File: src/hw/rtl/spr_pkg.sv
`timescale 1ns / 1ps
// Shared types and constants for the stream pattern replace block.
// No dependencies.
package spr_pkg;

	localparam int SPR_MAX_PATTERN = 8;
	localparam int SPR_REPL_MAX    = 8;
	localparam int SPR_CFG_IDX_W   = 2;
	localparam int SPR_CFG_DATA_W  = 64;

	localparam logic [SPR_CFG_IDX_W-1:0] REG_PATTERN_BYTES = 2'd0;
	localparam logic [SPR_CFG_IDX_W-1:0] REG_PATTERN_LEN   = 2'd1;
	localparam logic [SPR_CFG_IDX_W-1:0] REG_REPLACE_BYTES = 2'd2;
	localparam logic [SPR_CFG_IDX_W-1:0] REG_REPLACE_LEN   = 2'd3;

	typedef struct packed {
		logic [7:0] data_byte;
		logic       last_in;
	} spr_in_word_t;

	typedef struct packed {
		logic [7:0]  out_byte;
		logic        byte_valid;
		logic        out_last;
		logic [31:0] length_so_far;
	} spr_out_word_t;

	typedef enum logic [1:0] {
		S_IDLE,
		S_EVAL,
		S_REPL
	} spr_state_t;

	typedef struct packed {
		logic append;
		logic clear_held;
		logic release_byte;
		logic repl_emit;
		logic marker;
		logic end_buf;
	} spr_cmd_t;

	typedef struct packed {
		logic match;
		logic release_need;
		logic held_nz;
		logic last;
		logic emitted;
		logic rlen_zero;
		logic repl_last;
		logic out_free;
	} spr_status_t;

endpackage

File: src/hw/rtl/spr_dp.sv
`timescale 1ns / 1ps
// Datapath: configuration registers, held byte line, counters, output register.
// Depends on spr_pkg.
module spr_dp #(
	parameter int MAX_PATTERN = spr_pkg::SPR_MAX_PATTERN
) (
	input  logic                                 clk,
	input  logic                                 arst_n,
	input  logic                                 cfg_we,
	input  logic [spr_pkg::SPR_CFG_IDX_W-1:0]    cfg_index,
	input  logic [spr_pkg::SPR_CFG_DATA_W-1:0]   cfg_data,
	input  spr_pkg::spr_in_word_t                in_data,
	input  logic                                 out_stall,
	output logic                                 out_valid,
	output spr_pkg::spr_out_word_t               out_data,
	input  spr_pkg::spr_cmd_t                    cmd,
	output spr_pkg::spr_status_t                 status
);
	import spr_pkg::*;

	localparam int CNT_W = $clog2(MAX_PATTERN + 1);
	localparam int IDX_W = (MAX_PATTERN > 1) ? $clog2(MAX_PATTERN) : 1;

	logic [63:0]      pattern_q;
	logic [3:0]       pattern_len_q;
	logic [63:0]      replace_q;
	logic [3:0]       replace_len_q;
	logic [7:0]       held_q [MAX_PATTERN];
	logic [CNT_W-1:0] count_q;
	logic [31:0]      emitted_q;
	logic [2:0]       idx_q;
	logic             last_q;
	logic             step_emit_q;
	logic             out_valid_q;
	spr_out_word_t    out_q;

	logic [CNT_W-1:0] plen;
	logic [3:0]       rlen;
	logic             prefix;
	logic [31:0]      next_len;
	logic [7:0]       repl_byte;
	logic             emit;

	always_comb begin
		if (pattern_len_q == 4'd0)
			plen = CNT_W'(1);
		else if (pattern_len_q > 4'(MAX_PATTERN))
			plen = CNT_W'(MAX_PATTERN);
		else
			plen = pattern_len_q[CNT_W-1:0];
		rlen = (replace_len_q > 4'(SPR_REPL_MAX)) ? 4'(SPR_REPL_MAX) : replace_len_q;
	end

	always_comb begin
		prefix = 1'b1;
		for (int i = 0; i < MAX_PATTERN; i++) begin
			if ((CNT_W'(i) < count_q) && (held_q[i] != pattern_q[8*i +: 8]))
				prefix = 1'b0;
		end
	end

	assign next_len  = (emitted_q == '1) ? emitted_q : emitted_q + 32'd1;
	assign repl_byte = replace_q[{idx_q, 3'b000} +: 8];
	assign emit      = cmd.release_byte | cmd.repl_emit | cmd.marker;

	always_comb begin
		status.match        = (count_q == plen) && prefix;
		status.release_need = (count_q != '0) && ((count_q >= plen) || !prefix);
		status.held_nz      = (count_q != '0);
		status.last         = last_q;
		status.emitted      = step_emit_q;
		status.rlen_zero    = (rlen == 4'd0);
		status.repl_last    = ({1'b0, idx_q} == (rlen - 4'd1));
		status.out_free     = !out_valid_q || !out_stall;
	end

	// held bytes carry no reset; only entries below the count are read
	always_ff @(posedge clk) begin
		if (cmd.append)
			held_q[count_q[IDX_W-1:0]] <= in_data.data_byte;
		else if (cmd.release_byte) begin
			for (int i = 0; i < MAX_PATTERN - 1; i++)
				held_q[i] <= held_q[i + 1];
		end
	end

	always_ff @(posedge clk or negedge arst_n) begin
		if (!arst_n) begin
			pattern_q     <= '0;
			pattern_len_q <= 4'd1;
			replace_q     <= '0;
			replace_len_q <= '0;
			count_q       <= '0;
			emitted_q     <= '0;
			idx_q         <= '0;
			last_q        <= 1'b0;
			step_emit_q   <= 1'b0;
		end else begin
			if (cmd.append) begin
				count_q     <= count_q + CNT_W'(1);
				last_q      <= in_data.last_in;
				idx_q       <= '0;
				step_emit_q <= 1'b0;
			end
			if (cmd.clear_held)
				count_q <= '0;
			if (cmd.release_byte)
				count_q <= count_q - CNT_W'(1);
			if (cmd.repl_emit)
				idx_q <= idx_q + 3'd1;
			if (emit && !cmd.end_buf)
				step_emit_q <= 1'b1;
			if (cmd.release_byte || cmd.repl_emit)
				emitted_q <= next_len;
			if (cmd.end_buf) begin
				emitted_q   <= '0;
				step_emit_q <= 1'b0;
				last_q      <= 1'b0;
			end
			if (cfg_we) begin
				case (cfg_index)
					REG_PATTERN_BYTES: begin
						pattern_q <= cfg_data;
						count_q   <= '0;
					end
					REG_PATTERN_LEN: begin
						pattern_len_q <= cfg_data[3:0];
						count_q       <= '0;
					end
					REG_REPLACE_BYTES: replace_q     <= cfg_data;
					REG_REPLACE_LEN:   replace_len_q <= cfg_data[3:0];
					default: ;
				endcase
			end
		end
	end

	always_ff @(posedge clk or negedge arst_n) begin
		if (!arst_n)
			out_valid_q <= 1'b0;
		else if (emit)
			out_valid_q <= 1'b1;
		else if (!out_stall)
			out_valid_q <= 1'b0;
	end

	always_ff @(posedge clk) begin
		if (cmd.release_byte) begin
			out_q.out_byte      <= held_q[0];
			out_q.byte_valid    <= 1'b1;
			out_q.out_last      <= last_q && (count_q == CNT_W'(1));
			out_q.length_so_far <= next_len;
		end else if (cmd.repl_emit) begin
			out_q.out_byte      <= repl_byte;
			out_q.byte_valid    <= 1'b1;
			out_q.out_last      <= last_q && status.repl_last;
			out_q.length_so_far <= next_len;
		end else if (cmd.marker) begin
			out_q.out_byte      <= 8'd0;
			out_q.byte_valid    <= 1'b0;
			out_q.out_last      <= 1'b1;
			out_q.length_so_far <= emitted_q;
		end
	end

	assign out_valid = out_valid_q;
	assign out_data  = out_q;

endmodule

File: src/hw/rtl/spr_ctrl.sv
`timescale 1ns / 1ps
// Controller: sequences accept, match check, release, replacement and end marker.
// Depends on spr_pkg.
module spr_ctrl (
	input  logic                 clk,
	input  logic                 arst_n,
	input  logic                 in_valid,
	output logic                 in_stall,
	input  spr_pkg::spr_status_t status,
	output spr_pkg::spr_cmd_t    cmd
);
	import spr_pkg::*;

	spr_state_t state_q;
	spr_state_t state_d;

	always_ff @(posedge clk or negedge arst_n) begin
		if (!arst_n)
			state_q <= S_IDLE;
		else
			state_q <= state_d;
	end

	always_comb begin
		state_d  = state_q;
		cmd      = '0;
		in_stall = 1'b1;
		case (state_q)
			S_IDLE: begin
				in_stall = 1'b0;
				if (in_valid) begin
					cmd.append = 1'b1;
					state_d    = S_EVAL;
				end
			end
			S_EVAL: begin
				if (status.match) begin
					cmd.clear_held = 1'b1;
					state_d        = S_REPL;
				end else if (status.held_nz && (status.release_need || status.last)) begin
					if (status.out_free)
						cmd.release_byte = 1'b1;
				end else if (status.last && !status.emitted) begin
					if (status.out_free) begin
						cmd.marker  = 1'b1;
						cmd.end_buf = 1'b1;
						state_d     = S_IDLE;
					end
				end else begin
					cmd.end_buf = status.last;
					state_d     = S_IDLE;
				end
			end
			S_REPL: begin
				if (status.rlen_zero)
					state_d = S_EVAL;
				else if (status.out_free) begin
					cmd.repl_emit = 1'b1;
					if (status.repl_last)
						state_d = S_EVAL;
				end
			end
			default: state_d = S_IDLE;
		endcase
	end

endmodule

File: src/hw/rtl/stream_pattern_replace.sv
`timescale 1ns / 1ps
// Top level of the stream pattern replace block.
// Depends on spr_pkg, spr_ctrl and spr_dp.
//
// Byte stream find-and-replace: each leftmost, non-overlapping occurrence of
// the pattern (1 to MAX_PATTERN bytes) is replaced by 0 to 8 replacement bytes;
// other bytes pass in order. Bytes that may still start a match are held and
// released once they cannot. A word with last_in set flushes the held bytes and
// ends the buffer; its final output word has out_last set, and if that input
// gave no byte an empty end marker (byte_valid low) carries the total length.
// Each input word is accepted in the idle state and then evaluated; the
// evaluate state releases the output bytes it frees one at a time and returns
// to idle, and no new word is taken before then. A match moves to the replace
// state, which emits the replacement bytes in order and returns to evaluate.
// A stall on the single output register holds each release or emit. Write
// configuration only while the block idles.
module stream_pattern_replace #(
	parameter int MAX_PATTERN = spr_pkg::SPR_MAX_PATTERN
) (
	input  logic                               clk,
	input  logic                               arst_n,
	input  logic                               cfg_we,
	input  logic [spr_pkg::SPR_CFG_IDX_W-1:0]  cfg_index,
	input  logic [spr_pkg::SPR_CFG_DATA_W-1:0] cfg_data,
	input  logic                               in_valid,
	output logic                               in_stall,
	input  spr_pkg::spr_in_word_t              in_data,
	output logic                               out_valid,
	input  logic                               out_stall,
	output spr_pkg::spr_out_word_t             out_data
);
	import spr_pkg::*;

	spr_cmd_t    cmd;
	spr_status_t status;

	spr_ctrl u_ctrl (
		.clk      (clk),
		.arst_n   (arst_n),
		.in_valid (in_valid),
		.in_stall (in_stall),
		.status   (status),
		.cmd      (cmd)
	);

	spr_dp #(
		.MAX_PATTERN (MAX_PATTERN)
	) u_dp (
		.clk       (clk),
		.arst_n    (arst_n),
		.cfg_we    (cfg_we),
		.cfg_index (cfg_index),
		.cfg_data  (cfg_data),
		.in_data   (in_data),
		.out_stall (out_stall),
		.out_valid (out_valid),
		.out_data  (out_data),
		.cmd       (cmd),
		.status    (status)
	);

endmodule

File: config.mk
export PLATFORM = sky130hd
export DESIGN_NAME = stream_pattern_replace
export DESIGN_NICKNAME = d
export VERILOG_FILES = /design/src/hw/rtl/spr_pkg.sv /design/src/hw/rtl/spr_dp.sv /design/src/hw/rtl/spr_ctrl.sv /design/src/hw/rtl/stream_pattern_replace.sv
export SDC_FILE = /design/constraint.sdc
export NUM_CORES = 1
export LEC_CHECK = 0
export ABC_AREA = 1
export BUFFER_PORTS_ARGS = -buffer_cell sky130_fd_sc_hd__buf_2
export CAP_MARGIN = 25
export CORE_MARGIN = 3
export CORE_UTILIZATION = 45
export DETAILED_ROUTE_END_ITERATION = 8
export MAX_ROUTING_LAYER = met4
export PLACE_DENSITY = 0.66
export RECOVER_POWER = 25
export SLEW_MARGIN = 10
export SYNTH_ARGS = -nofsm -noshare
export SYNTH_HDL_FRONTEND = slang
export SYNTH_SLANG_ARGS = --single-unit
File: constraint.sdc
create_clock -name clk -period 3.1 [get_ports clk]
set_input_delay 0.465 -clock clk [delete_from_list [all_inputs] [get_ports clk]]
set_output_delay 0.465 -clock clk [all_outputs]
set_load 0.01 [all_outputs]
==> flow_metrics.env <==
export IMPL_outcome="finished with violations"
export IMPL_failed_checks="max-capacitance violations, max-slew violations"
export IMPL_worstPathMaxFanout=42
export IMPL_min_period_over_period_pct=93.10
export IMPL_timing_final_max_slew_violations=161
export IMPL_antenna_found_initial=1
export IMPL_num_rows=63
export IMPL_grt_setup_unrepaired="false"
export IMPL_worst_slew_pin_transition_ns=2.189
export IMPL_critical_path_endpoint="u_dp.held_q[3][0]"
export IMPL_seq_power_share_pct=44.0
export IMPL_final_area_um2=15980
export IMPL_switching_share_pct=35.31
export IMPL_crit_path_end_kind="register"
export IMPL_detailedRoute_firstIterationViolations=1148
export IMPL_power_density_nw_per_um2=865.1
export IMPL_synth_cells=1611
export IMPL_multiInputGateArea_um2=5260
export IMPL_relative_slew_margins_pct=-45.96
export IMPL_synthFlopType="sky130_fd_sc_hd__dfrtp_1"
export IMPL_numPlacedInstances=2093
export IMPL_commonest_non_fill_non_tap_cell_in_the_layout="sky130_fd_sc_hd__nand2_1"
export IMPL_floorplan_initialDensity_pct=46.24
export IMPL_cts_root_buf="sky130_fd_sc_hd__clkbuf_16"
export IMPL_reg2reg_to="u_dp.held_q[3][0]"
export IMPL_timing_reg2reg_setup_slack_ns=0.21
export IMPL_clock_sinks=286
export IMPL_dpl_cell_area_um2=15030
export IMPL_num_io_pins=124
export IMPL_routed_via_count=11200
export IMPL_ant_nets=0
export IMPL_dpl_hpwl_mm=27.56
export IMPL_avgViaCountPerCell=5.211
export IMPL_fill_cell_count=2785
export IMPL_power_net_switching_mw=4.880
export IMPL_die_outline_area_um2=33000
export IMPL_die_w_um=181.7
export IMPL_core_area_um2=30030
export IMPL_r2r_cells=15
export IMPL_ys_warnings_count=0
export IMPL_fmax_ghz=0.3465
export IMPL_postSynthRegisterBits=286
export IMPL_grt_pass1_wl_mm=60.09
export IMPL_finalClockSkew_ns=0.01198
export IMPL_syn2layout_area_growth_pct=15.06
export IMPL_hold_class="input pin to register"
export IMPL_final_setup_tns_ns=0
export IMPL_htree_levels=1
export IMPL_critical_path_reg2reg_startpoint="u_dp.count_q[0]"
export IMPL_timing_worst_setup_path_type="register to register"
export IMPL_syn_cell_area_um2=13890
export IMPL_gp_congestion=0.9427
export IMPL_vias_in_the_first_global_route=10880
export IMPL_drt_wl_total_mm=37.51
export IMPL_cellLeakagePower_nw=7.471
export IMPL_grt_use_total_pct=23.43
export IMPL_detail_route_wl_per_cell_um=17.46
export IMPL_cts_resized_gates=0
export IMPL_data_arrival_at_the_endpoint_of_the_critical_path_ns=3.31
export IMPL_overflow=0
export IMPL_drive_above_1_share_pct=13.82
export IMPL_worst_setup_hold_path_clk_slew_ns=0.06
export IMPL_cts_root_to_sink_buffers=3
export IMPL_floorplan_die_height_um=181.7
export IMPL_synth_fp_nets=1702
export IMPL_worst_endpoint_required_ns=3.52
export IMPL_synth_largest_area_cell="sky130_fd_sc_hd__dfrtp_1"
export IMPL_synthDominantCellAreaShare_pct=32.26
export IMPL_post_cts_hold_buffer_count=1
export IMPL_layout_nets=1826
export IMPL_area_taken_by_flip_flops_and_latches_um2=7679
export IMPL_final_setup_worst_slack_ns=0.2138
export IMPL_clock_power_share_pct=25.8
export IMPL_element_type_at_the_critical_path_start="register"
export IMPL_synth_top_cells_by_area="sky130_fd_sc_hd__dfrtp_1, sky130_fd_sc_hd__edfxtp_1, sky130_fd_sc_hd__nand2_1"
export IMPL_synth_sequential_area_ratio_pct=55.30
export IMPL_firstDrtPassIters=5
export IMPL_cap_violations=2
export IMPL_synth_cell_type_count=46
export IMPL_mean_post_synth_cell_area_um2=8.619
export IMPL_count_of_flip_flops_with_a_built_in_enable_after_synthesis=105
export IMPL_synth_async_reset_ratio_pct=62.94
export IMPL_mostFrequentLayoutCells="sky130_fd_sc_hd__nand2_1, sky130_fd_sc_hd__dfrtp_1, sky130_fd_sc_hd__o21ai_0"
export IMPL_finalNonFillerCells=2149
export IMPL_timing_hold_violations_final=0
export IMPL_post_route_min_period_ns=2.886
export IMPL_post_cts_setup_buffer_count=0
export IMPL_largest_net_degree_at_the_start_of_global_routing=129
export IMPL_power_report_internal_total_mw=8.941
export IMPL_vdd_ir_drop_worst_uv=519.3
export IMPL_cts_tree="yes"
export IMPL_setup_viol_count_final=0
export IMPL_drt_drc_violations_left=0
export IMPL_clock_latency_ns=0.57
export IMPL_port_buffer_count=123
export IMPL_setup_worst_path_start="u_dp.count_q[0]"
export IMPL_share_comb_of_total_power_pct=30.2
export IMPL_preCtsSetupSlack_ns=0.2540
export IMPL_numCtsBuffers=29
## worst max-delay path, stage by stage, from the launching register on
cell	delay, ns
sky130_fd_sc_hd__dfrtp_1	0.40
sky130_fd_sc_hd__inv_1	0.13
sky130_fd_sc_hd__ha_1	0.24
sky130_fd_sc_hd__or2_1	0.25
sky130_fd_sc_hd__nand2_1	0.06
sky130_fd_sc_hd__nand2_1	0.06
sky130_fd_sc_hd__nand3_2	0.08
sky130_fd_sc_hd__nor2_4	0.05
sky130_fd_sc_hd__nand3_2	0.09
sky130_fd_sc_hd__nand2_4	0.08
sky130_fd_sc_hd__nor2_8	0.17
sky130_fd_sc_hd__nand2_4	0.09
sky130_fd_sc_hd__inv_2	0.59
sky130_fd_sc_hd__buf_4	0.30
sky130_fd_sc_hd__nand2_1	0.06
sky130_fd_sc_hd__nand2_1	0.07
## sequential cells by signal, indices dropped and copies added (netlist names)
| signal | cells |
|---|---|
| u_dp.last_q | 1 |
| u_dp.pattern_q | 64 |
| u_dp.emitted_q | 32 |
| u_dp.out_valid | 1 |
| u_dp.idx_q | 3 |
| u_dp.pattern_len_q | 4 |
| u_dp.replace_len_q | 4 |
| u_ctrl.state_q | 2 |
| u_dp.out_data | 42 |
| u_dp.step_emit_q | 1 |
| u_dp.count_q | 4 |
| u_dp.replace_q | 64 |
| u_dp.held_q | 64 |
## cells in the mapped netlist (2+ instances only)
cell type,number
sky130_fd_sc_hd__nand3_1,88
sky130_fd_sc_hd__or2_0,2
sky130_fd_sc_hd__o211ai_1,19
sky130_fd_sc_hd__nand2_1,491
sky130_fd_sc_hd__nand3_2,6
sky130_fd_sc_hd__buf_2,13
sky130_fd_sc_hd__edfxtp_1,105
sky130_fd_sc_hd__nor3_2,2
sky130_fd_sc_hd__nor4b_1,2
sky130_fd_sc_hd__ha_1,11
sky130_fd_sc_hd__nor3_1,11
sky130_fd_sc_hd__nand2_2,5
sky130_fd_sc_hd__buf_1,2
sky130_fd_sc_hd__xnor2_1,51
sky130_fd_sc_hd__a21oi_1,2
sky130_fd_sc_hd__inv_1,157
sky130_fd_sc_hd__nand4_1,15
sky130_fd_sc_hd__nor4_1,5
sky130_fd_sc_hd__o21ai_0,176
sky130_fd_sc_hd__nand2_4,3
sky130_fd_sc_hd__nor2_2,3
sky130_fd_sc_hd__or2_2,5
sky130_fd_sc_hd__o31ai_1,6
sky130_fd_sc_hd__clkbuf_1,43
sky130_fd_sc_hd__nor2_1,108
sky130_fd_sc_hd__o21ai_1,46
sky130_fd_sc_hd__buf_6,3
sky130_fd_sc_hd__dfrtp_1,179
sky130_fd_sc_hd__buf_4,4
sky130_fd_sc_hd__nand3b_1,2
sky130_fd_sc_hd__inv_2,13
sky130_fd_sc_hd__xor2_1,18
sky130_fd_sc_hd__clkinv_1,2
## cell type report
| type | count | share of cell area (%) |
|---|---|---|
| diodes | 1 | 0.01566 |
| well taps | 390 | 3.054 |
| inverters | 173 | 4.080 |
| repair buffers | 158 | 5.733 |
| flip-flops and latches | 286 | 48.06 |
| multi-input cells | 1087 | 32.92 |
| clock inverters | 10 | 0.7362 |
| clock buffers | 44 | 5.396 |
## power by group through the flow
stage	clock network [mW]	logic (mW)	registers (mW)
after floorplan	0	2.69	6.09
after global placement	0	4.08	6.13
after detailed placement	0	4.16	6.14
after CTS	3.63	4.18	6.08
after global routing	3.80	4.70	6.20
final	3.57	4.17	6.09
## per-layer routing
| layer | vias to the layer above | share of wire [%] | GRT usage [%] |
|---|---|---|---|
| met5 | - | 0 | - |
| met3 | 68 | 6.5 | 3.265 |
| met4 | 0 | 2.2 | 5.241 |
| met2 | 353 | 46 | 36.48 |
| li1 | 5463 | - | - |
| met1 | 5315 | 45 | 33.03 |
## cells by family after synthesis
logic type      after synthesis  share of synthesized area (%)
flops                       286                          55.30
fa+ha+maj                    11                         0.9912
buf+inv                     238                          6.839
compound gates              255                          9.813
xor+xnor                     69                          4.352
simple gates                752                          22.71
## through the flow
| step | power, mW | hold slack, ns | utilization [%] |
|---|---|---|---|
| after floorplan | 8.780 | 0.1694 | - |
| after global placement | 10.20 | 0.4396 | 49.98 |
| after detailed placement | 10.30 | 0.4491 | 50.03 |
| after CTS | 13.90 | 0.1418 | 53.33 |
| after global routing | 14.70 | 0.1538 | 53.20 |
| final | 13.82 | 0.1607 | 53.20 |
## worst min path at each step
stage,start,to,slack (ns),cells after the start
floorplan,arst_n,u_ctrl.state_q[0],0.17,0
global placement,u_dp.out_data[33],u_dp.out_data[33],0.44,2
detailed placement,u_dp.out_data[33],u_dp.out_data[33],0.45,2
CTS,cfg_data[15],u_dp.replace_q[15],0.14,3
global route,in_data[0],u_dp.last_q,0.15,3
finish,cfg_data[15],u_dp.replace_q[15],0.16,3
No activity file was read; power rests on OpenSTA's default activity.
